==> config.mk <==
export PLATFORM = sky130hd
export DESIGN_NAME = mlff_ctrl
export DESIGN_NICKNAME = d
export VERILOG_FILES = /design/src/hdl/multi_lamp_fade_flicker_core_macros.svh /design/src/hdl/mlff_pkg.sv /design/src/hdl/mlff_ctrl.sv
export SDC_FILE = /design/constraint.sdc
export NUM_CORES = 1
export LEC_CHECK = 0
export BUFFER_PORTS_ARGS = -buffer_cell sky130_fd_sc_hd__buf_2
export CAP_MARGIN = 40
export CORE_AREA = 2 2 39 41
export CTS_BUF_LIST = sky130_fd_sc_hd__clkbuf_16
export CTS_CLUSTER_DIAMETER = 30
export DETAILED_ROUTE_END_ITERATION = 12
export DIE_AREA = 0 0 41 43
export GPL_TIMING_DRIVEN = 0
export PLACE_DENSITY_LB_ADDON = 0.25
export SLEW_MARGIN = 20
export SYNTH_ARGS = -nofsm -noshare
export SYNTH_HDL_FRONTEND = slang
export SYNTH_SLANG_ARGS = --single-unit
==> constraint.sdc <==
create_clock -name clk -period 3.1 [get_ports clk]
set_clock_uncertainty 0.15 [all_clocks]
set_input_delay 0.155 -clock clk [delete_from_list [all_inputs] [get_ports clk]]
set_output_delay 0.155 -clock clk [all_outputs]
set_load 0.02 [all_outputs]
==> src/hdl/multi_lamp_fade_flicker_core_macros.svh <==
// assertion macros for the multi-lamp fade and flicker core
`ifndef MULTI_LAMP_FADE_FLICKER_CORE_MACROS_SVH
`define MULTI_LAMP_FADE_FLICKER_CORE_MACROS_SVH

// consequent checked in the same cycle as the antecedent
`define MLFF_ASSERT_NOW(label, ante, cons, msg) \
    label: assert property (@(posedge clk) disable iff (!rst_n) (ante) |-> (cons)) \
        else $error(msg);

// consequent checked in the cycle after the antecedent
`define MLFF_ASSERT_NEXT(label, ante, cons, msg) \
    label: assert property (@(posedge clk) disable iff (!rst_n) (ante) |=> (cons)) \
        else $error(msg);

`endif

==> src/hdl/mlff_pkg.sv <==
// types and constants shared by the lamp fade and flicker modules
`default_nettype none

package mlff_pkg;

    typedef struct packed {
        logic [7:0]  lamp;
        logic [15:0] base_level;
        logic        wants_flicker;
        logic [7:0]  group_level;
        logic        event_on;
        logic        event_off;
        logic        flicker_frame;
        logic [11:0] elapsed_ms;
        logic [15:0] fade_ms;
    } mlff_item_t;

    typedef struct packed {
        logic [7:0]  lamp_out;
        logic [15:0] intensity;
        logic        changed;
        logic        lit;
    } mlff_result_t;

    // controller to datapath
    typedef struct packed {
        logic load;
        logic draw_noise;
        logic recip;
        logic scale;
        logic mul_base;
        logic set_tgt;
        logic div_step;
        logic finish;
    } mlff_cmd_t;

    // datapath to controller
    typedef struct packed {
        logic in_range;
        logic draw;
        logic out_free;
    } mlff_stat_t;

    localparam logic [31:0] NOISE_SEED      = 32'd2463534242;
    localparam logic [15:0] FLICKER_FADE_MS = 16'd80;
    localparam logic [7:0]  SCALE_MIN       = 8'd90;
    localparam logic [7:0]  SCALE_SPAN      = 8'd90;
    // floor(2^32 / 255), quotient estimate is exact or one low
    localparam logic [24:0] RECIP_255       = 25'h1010101;
    localparam logic [7:0]  DIVISOR_255     = 8'd255;
    localparam int          DIV_STEPS       = 8;
    localparam int          DIV_CNT_W       = 3;

endpackage

`default_nettype wire

==> src/hdl/mlff_ctrl.sv <==
// sequencing controller for the lamp fade and flicker core
`default_nettype none

module mlff_ctrl (
    input  wire logic                clk,
    input  wire logic                rst_n,
    input  wire logic                item_valid,
    output logic                     item_stall,
    input  wire mlff_pkg::mlff_stat_t stat,
    output mlff_pkg::mlff_cmd_t      cmd
);
    import mlff_pkg::*;

    localparam logic [3:0] ST_IDLE     = 4'd0;
    localparam logic [3:0] ST_READ     = 4'd1;
    localparam logic [3:0] ST_NOISE    = 4'd2;
    localparam logic [3:0] ST_RECIP_N  = 4'd3;
    localparam logic [3:0] ST_SCALE    = 4'd4;
    localparam logic [3:0] ST_MUL_BASE = 4'd5;
    localparam logic [3:0] ST_RECIP_B  = 4'd6;
    localparam logic [3:0] ST_TARGET   = 4'd7;
    localparam logic [3:0] ST_DIVIDE   = 4'd8;
    localparam logic [3:0] ST_FINISH   = 4'd9;

    logic [3:0]           state_reg;
    logic [3:0]           state_next;
    logic [DIV_CNT_W-1:0] cnt_reg;
    logic [DIV_CNT_W-1:0] cnt_next;

    assign item_stall = (state_reg != ST_IDLE);

    always_comb
    begin
        state_next = state_reg;
        cnt_next   = cnt_reg;
        cmd        = '0;
        case (state_reg)
            ST_IDLE:
            begin
                if (item_valid)
                begin
                    cmd.load   = 1'b1;
                    state_next = ST_READ;
                end
            end
            ST_READ:
            begin
                if (!stat.in_range)
                    state_next = ST_FINISH;
                else if (stat.draw)
                    state_next = ST_NOISE;
                else
                    state_next = ST_TARGET;
            end
            ST_NOISE:
            begin
                cmd.draw_noise = 1'b1;
                state_next     = ST_RECIP_N;
            end
            ST_RECIP_N:
            begin
                cmd.recip  = 1'b1;
                state_next = ST_SCALE;
            end
            ST_SCALE:
            begin
                cmd.scale  = 1'b1;
                state_next = ST_MUL_BASE;
            end
            ST_MUL_BASE:
            begin
                cmd.mul_base = 1'b1;
                state_next   = ST_RECIP_B;
            end
            ST_RECIP_B:
            begin
                cmd.recip  = 1'b1;
                state_next = ST_TARGET;
            end
            ST_TARGET:
            begin
                cmd.set_tgt = 1'b1;
                cnt_next    = '0;
                state_next  = ST_DIVIDE;
            end
            ST_DIVIDE:
            begin
                cmd.div_step = 1'b1;
                cnt_next     = cnt_reg + 1'b1;
                if (cnt_reg == DIV_CNT_W'(DIV_STEPS - 1))
                    state_next = ST_FINISH;
            end
            ST_FINISH:
            begin
                if (stat.out_free)
                begin
                    cmd.finish = 1'b1;
                    state_next = ST_IDLE;
                end
            end
            default:
            begin
                state_next = ST_IDLE;
            end
        endcase
    end

    always_ff @(posedge clk or negedge rst_n)
    begin
        if (!rst_n)
        begin
            state_reg <= ST_IDLE;
            cnt_reg   <= '0;
        end
        else
        begin
            state_reg <= state_next;
            cnt_reg   <= cnt_next;
        end
    end

endmodule

`default_nettype wire

* Word-level counts from Yosys, hierarchy flattened
Cells that the tools add are included.
** Operators by class
- Add/subtract/negate cells :: 1
- Equality and inequality tests :: 13
- Mux-type cells :: 17
- Reduce and logical (&&, ||, !) cells :: 5
** Operators by type and width (number)
- case mux 4 bit (10 select lines) :: 1
- equality test 4 x 3 -> 1 bit (second input constant) :: 4
- two-way mux 4 bit :: 4
- two-way mux 1 bit :: 10
- equality test 4 x 2 -> 1 bit (second input constant) :: 2
- equality test 4 bit (second input constant) :: 2
- inequality test 2 bit (second input constant) :: 3
- case mux 3 bit (2 select lines) :: 1
- equality test 4 x 1 -> 1 bit (second input constant) :: 1
- zero test 4 bit :: 1
- nonzero test 4 bit :: 1
- adder 3 x 1 -> 3 bit (second input constant) :: 1
- equality test 3 bit (second input constant) :: 1
- two-way mux 3 bit :: 1
- AND reduction 3 bit :: 1
- nonzero test 2 bit :: 1
- OR reduction 2 bit :: 1
** Word-level totals
- Register bits after elaboration :: 7
- Bits of input ports :: 6
- Output and inout port bits :: 9

* Depth between registers and ports, before layout
Gate-level depths: netlist of the first run.
- Word-level depth :: 3
- Depth in mapped cells :: 5
- Gate-level depth less buffers :: 5

* Least setup slack after synthesis of the first run
OpenSTA, ideal clock, no wires.
- Kind :: reg-to-reg
- From :: reg cnt_reg[0]
- To :: reg state_reg[0]
- Arrival time :: 1.351 ns
- Required time :: 2.814 ns
- Path slack :: 1.464 ns
- Stages on the path, launching flop included :: 6
- Path buffers :: 0
- Clock period less this slack :: 1.636 ns
- Path through :: dfrtp_1 -> ha_1 -> ha_1 -> nor2b_1 -> a2111oi_2 -> o32ai_2
** Between the ends
- Word-level cells in the longest chain between the ends :: 3
** Ends and longest elaborated chain
- start: declaration :: line mlff_ctrl.sv:27 : logic [DIV_CNT_W-1:0] cnt_reg;
- start signal: assignment :: line mlff_ctrl.sv:118 : cnt_reg <= cnt_next;
- equality test 3 bit :: line mlff_ctrl.sv:90 : if (cnt_reg == DIV_CNT_W'(DIV_STEPS - 1))
- inequality test 2 bit (no line)
- AND reduction 3 bit (no line)
- end signal: assignment :: line mlff_ctrl.sv:117 : state_reg <= state_next;
- end: declaration :: line mlff_ctrl.sv:25 : logic [3:0] state_reg;
Every way passes these cells.
A chain may end at the register's enable or synchronous reset.

==> flow_summary_export.csv, run 1 <==
group,metric,value,unit
grt,grt_pass1_wl,2020,microns
grt,grt_max_degree,11,
placed_design,dp_hpwl,923,microns
critical_path,critPathMaxFanout,6,
power,seqPwrFrac,22.2,%
worst_hold_path,hold_path_class,"in2reg",
synth,synth-seq-cells,7,
layout,design_area,726,sq um
drt,wl_per_cell,12.3,microns
clock_tree,cts_buffers,3,
power,internal_power,0.000520,W
critical_path,crit_required,2.79,ns
synth,syn_area,547,sq um
placed_design,routabilityCongestion,0.684,
sta,maxSlewHeadroom,74.0,%
layout,fill_cells,151,
synth,yosysWarnings,0,
clock_tree,root_buffer,"clkbuf_16",
clock_tree,cts.path.max_buffers,2,
layout,final_common_cell,"buf_2",
drt,wl,1200,microns
synth,ys_async_sr_fraction,100,%
synth,ys.flop_type,"dfrtp_1",
power,p_per_area,1200,nW/um^2
sta,fmax,0.562,GHz
floorplan,rows,14,
critical_path,crit_slowest_cell,"or4b_4",
layout,diodes,0,
placed_design,portBuffers,14,
sta,slew_viol_final,0,
synth,synth_nets,71,
grt,antenna_found_initial,0,
clock_tree,clk_latency,0.23,ns
sta,setup-tns-final,0,ns
grt,grt_pass1_vias,519,
power,p_leak,0.354,nW
power,finalPower,0.000874,W
placed_design,dpl_cell_area,637,sq um
synth,syn_inst,63,
synth,syn_avg_cell_area,8.68,sq um
power,switching_share,40.5,%
clock_tree,cts.htree.levels,1,
critical_path,start_kind,"register",
sta,fin_crit_sh,57.4,%
drt,vias,513,
sta,rsz0062_at_grt,"no",
layout,area_delta_synth_final,32.7,%
power,p_switching,0.000354,W
worst_hold_path,worstHoldStart,"stat[0]",
critical_path,path_class,"reg2out",
clock_tree,path_clk_slew,0.03,ns
sta,whs,0.0105,ns
layout,largest_reg_flops,4,
critical_path,timing.rr.end,"state_reg[0]",
critical_path,crit_arrival,1.47,ns
floorplan,ioPinCount,15,
worst_hold_path,whs_path_depth,2,
sta,setup_viol,0,
layout,multi_input_area,344,sq um
run_status,outcome,"finished, final reports clean",
drt,first_pass_iters,4,
critical_path,rrSetupSlack,1.37,ns
drt,drc,0,
critical_path,ff2ff_path_depth,5,
sta,worstMarginPinSlew,0.389,ns
clock_tree,cts_setup_buffers,0,
synth,synth_edf_count,0,
critical_path,r2r-start,"cnt_reg[0]",
layout,fin_nets,91,
layout,drive_gt1_share,34.1,%
critical_path,worstSetupEndpointType,"output pin",
floorplan,initial_core_util,39.5,%
grt,grt_usage,16.8,%
sta,final_hold_viol_count,0,
synth,yosysSeqAreaShare,32.0,%
grt,grt-ovfl-total,0,
power,pwr-share-comb,53.5,%
synth,synth.distinct_cells,28,
power,p_clk_share,24.4,%
layout,final_cell_mix,"buf_2, nor2_1, nand2_1, dfrtp_1, nor2b_1",
layout,regArea,175,sq um
critical_path,slowest_delay,0.58,ns
floorplan,coreArea,1380,sq um
clock_tree,cts_tree,"yes",
floorplan,dieArea,1760,sq um
drt,via_per_inst,5.23,
floorplan,die_w,41,microns
sta,min_period,1.78,ns
power,peakVddDrop,0.462,mV
drt,drtIter0Drc,5,
drt,ant_nets,0,
flow_run,cap_viol_max_count,0,
floorplan,die_h,43,microns
clock_tree,cts_sinks,7,
critical_path,worstPathCellList,"or4b_4 -> inv_2 -> buf_2",
worst_hold_path,hold_end,"state_reg[0]",
[critical path: cells and delay by family (launching register included)]
kind	cells	cell delay (ns)
flip-flops	1	0.42
AND/OR/NAND/NOR	1	0.58
buffers and inverters	2	0.24
[layout make-up]
cell class                 count  area share [%]
buffer                         4            2.76
timing repair buffer          15            11.0
clock buffer                   3            10.3
clock inverter                 1           0.517
tap                           16            2.76
inverter                       2            1.03
sequential                     7            24.1
multi-input combinational     50            47.4
[synthesized netlist by cell type (2+ instances only)]
library cell | count | area share (%)
nand2b_1 | 3 | 3.4
nor3_1 | 3 | 2.7
nor2b_1 | 5 | 5.7
a21oi_1 | 4 | 3.7
buf_2 | 4 | 3.7
ha_1 | 2 | 4.6
nand2_1 | 7 | 4.8
o22ai_1 | 2 | 2.3
and3_1 | 2 | 2.3
dfrtp_1 | 7 | 32
nor2_1 | 7 | 4.8
[metrics by stage]
step	setup WS, ns	util, %	cells
after floorplan	1.46	-	63
after global placement	1.38	46.0	93
after detailed placement	1.37	46.0	93
after CTS	1.32	52.4	98
after global routing	1.28	52.4	98
final	1.32	52.4	98
[routing by layer]
| metal | GRT usage, % | part of all wire (%) | vias to the layer above | wire, microns |
|---|---|---|---|---|
| met3 | 3.14 | 3.9 | 2 | 47 |
| met1 | 17.5 | 44 | 238 | 532 |
| li1 | - | - | 261 | - |
| met4 | 10.0 | 1.2 | 0 | 15 |
| met2 | 28.7 | 50 | 12 | 607 |
| met5 | 0 | 0 | - | 0 |
[repair_timing]
action                                 CTS  global route
gates resized for setup                  0             0
endpoints found under the hold margin    7             0
hold buffers                             1             0
[how the worst max path moves through the flow]
stage	start	to	slack [ns]	depth (start not counted)
finish	state_reg[1]	cmd[1]	1.32	3
global route	state_reg[0]	cmd[1]	1.28	3
CTS	state_reg[1]	cmd[1]	1.32	3
detailed placement	cnt_reg[0]	state_reg[0]	1.37	5
global placement	cnt_reg[0]	state_reg[0]	1.38	5
floorplan	cnt_reg[0]	state_reg[0]	1.46	5
[power by group through the flow]
stage | Sequential (W) | Combinational (W) | Clock (W)
floorplan | 0.000181 | 0.000375 | 0
global placement | 0.000193 | 0.000460 | 0
CTS | 0.000194 | 0.000475 | 0.000216
global route | 0.000200 | 0.000527 | 0.000224
detailed placement | 0.000195 | 0.000471 | 0
finish | 0.000194 | 0.000467 | 0.000213
[cell families after synthesis]
group / Yosys count / synth area share, %
muxes: 2 / 4.12
DFF: 7 / 32.0
buffers and inverters: 6 / 5.03
xor gates and xnor gates: 1 / 1.60
and+or+nand+nor: 32 / 32.7
adders and majority gates: 2 / 4.58
AOI/OAI and AO/OA: 13 / 19.9
No activity file was read; power rests on OpenSTA's default activity.
==> run 2, diff against run 1 <==
==> constraint.sdc (replaced) <==
create_clock -name clk -period 1.8 [get_ports clk]
set_clock_uncertainty 0.15 [all_clocks]
set_input_delay 0.09 -clock clk [delete_from_list [all_inputs] [get_ports clk]]
set_output_delay 0.09 -clock clk [all_outputs]
set_load 0.02 [all_outputs]
==> flow_summary_export.csv, run 2 (synthesized netlist as in run 1, its figures left out) <==
group,metric,value,unit
clock_tree,cts_tree,"yes",
sta,worstMarginPinSlew,0.345,ns
critical_path,crit_arrival,1.49,ns
floorplan,rows,14,
drt,wl,1210,microns
run_status,outcome,"finished, final reports clean",
flow_run,cap_viol_max_count,0,
clock_tree,cts.path.max_buffers,2,
drt,drtIter0Drc,3,
drt,wl_per_cell,12.2,microns
sta,setup_viol,0,
power,p_leak,0.360,nW
layout,final_common_cell,"buf_2",
sta,whs,0.0557,ns
sta,fin_crit_sh,96.4,%
critical_path,path_class,"reg2out",
grt,grt_pass1_wl,2020,microns
layout,final_cell_mix,"buf_2, nor2_1, nand2_1, dfrtp_1, nor2b_1",
floorplan,initial_core_util,39.5,%
critical_path,critPathMaxFanout,6,
layout,fin_util,54.1,%
critical_path,crit_required,1.56,ns
placed_design,placed_cells,93,
floorplan,dieArea,1760,sq um
grt,grt_usage,16.8,%
clock_tree,path_clk_slew,0.03,ns
clock_tree,root_buffer,"clkbuf_16",
layout,area_delta_synth_final,36.8,%
sta,final_hold_viol_count,0,
drt,via_per_inst,5.17,
sta,setup-tns-final,0,ns
floorplan,die_w,41,microns
drt,drc,0,
power,p_per_area,2050,nW/um^2
sta,maxSlewHeadroom,76.4,%
drt,ant_nets,0,
layout,diodes,0,
sta,slew_viol_final,0,
sta,fmax,0.576,GHz
layout,fin_cells,99,
worst_hold_path,hold_path_class,"in2reg",
sta,rsz0062_at_grt,"no",
placed_design,portBuffers,14,
grt,grt_pass1_vias,519,
critical_path,worstSetupEndpointType,"output pin",
critical_path,start_kind,"register",
floorplan,ioPinCount,15,
floorplan,coreArea,1380,sq um
clock_tree,cts.htree.levels,1,
placed_design,routabilityCongestion,0.684,
power,peakVddDrop,0.793,mV
sta,min_period,1.73,ns
clock_tree,clk_latency,0.23,ns
grt,grt-ovfl-total,0,
layout,drive_gt1_share,33.7,%
grt,grt_max_degree,11,
layout,largest_reg_flops,4,
clock_tree,cts_buffers,3,
placed_design,dp_hpwl,923,microns
grt,antenna_found_initial,0,
floorplan,die_h,43,microns
layout,fin_nets,92,
drt,vias,512,
drt,first_pass_iters,4,
clock_tree,cts_sinks,7,
-- run 2: worst max-delay path, cell delays in order, from the launching register on --
cell and delay, ns:
dfrtp_1 0.44, or4b_4 0.59, inv_2 0.08, buf_2 0.16
-- run 2: final timing paths --
check | from | end | slack, ns | cells after the start
setup / recovery | state_reg[1] | cmd[1] | 0.07 | 3
hold / removal | stat[2] | state_reg[1] | 0.06 | 3
setup reg to reg | cnt_reg[0] | state_reg[0] | 0.13 | 5
hold reg to reg | cnt_reg[0] | cnt_reg[0] | 0.37 | 1
max in group asynchronous | rst_n | state_reg[0] | 1.27 | 2
min in group asynchronous | rst_n | state_reg[1] | 0.08 | 2
-- run 2: cell type report --
cell class                      count  area, sq um
Tap cell                           16         20.0
Sequential cell                     7          175
Clock inverter                      1         3.75
Timing Repair Buffer               16         90.1
Inverter                            2         7.51
Multi-Input combinational cell     50          357
Fill cell                         148          636
Buffer                              4         20.0
Clock buffer                        3         75.1
-- run 2: through the flow --
step | instance area, sq um | total power (W) | setup slack (ns)
5_1_grt | 748 | 0.00167 | 0.00781
4_1_cts | 736 | 0.00153 | 0.0555
3_3_place_gp | 637 | 0.00112 | 0.0781
6_report | 748 | 0.00153 | 0.0653
2_1_floorplan | 547 | 0.000959 | 0.164
3_5_place_dp | 637 | 0.00115 | 0.0661
-- run 2: repair_timing --
item | 4_1_cts | 5_1_grt
hold endpoints to repair | 8 | 0
hold buffers | 2 | 0
gates resized for setup | 0 | 1
buffers inserted | 0 | 0
endpoints found under the setup margin | 0 | 1
-- run 2: routing by layer --
metal | share of wire (%) | routed length [microns] | vias to the layer above | global-route usage (%)
met4 | 1.2 | 15 | 0 | 10.0
met5 | 0 | 0 | - | 0
met2 | 50 | 604 | 12 | 28.7
met1 | 45 | 540 | 235 | 17.5
met3 | 3.9 | 47 | 2 | 3.14
li1 | - | - | 263 | -
-- run 2: power by group --
part / internal (W) / switching (W)
combinational: 0.000384 / 0.000443
sequential: 0.000239 / 0.000103
clock: 0.000288 / 0.0000788
total: 0.000911 / 0.000624
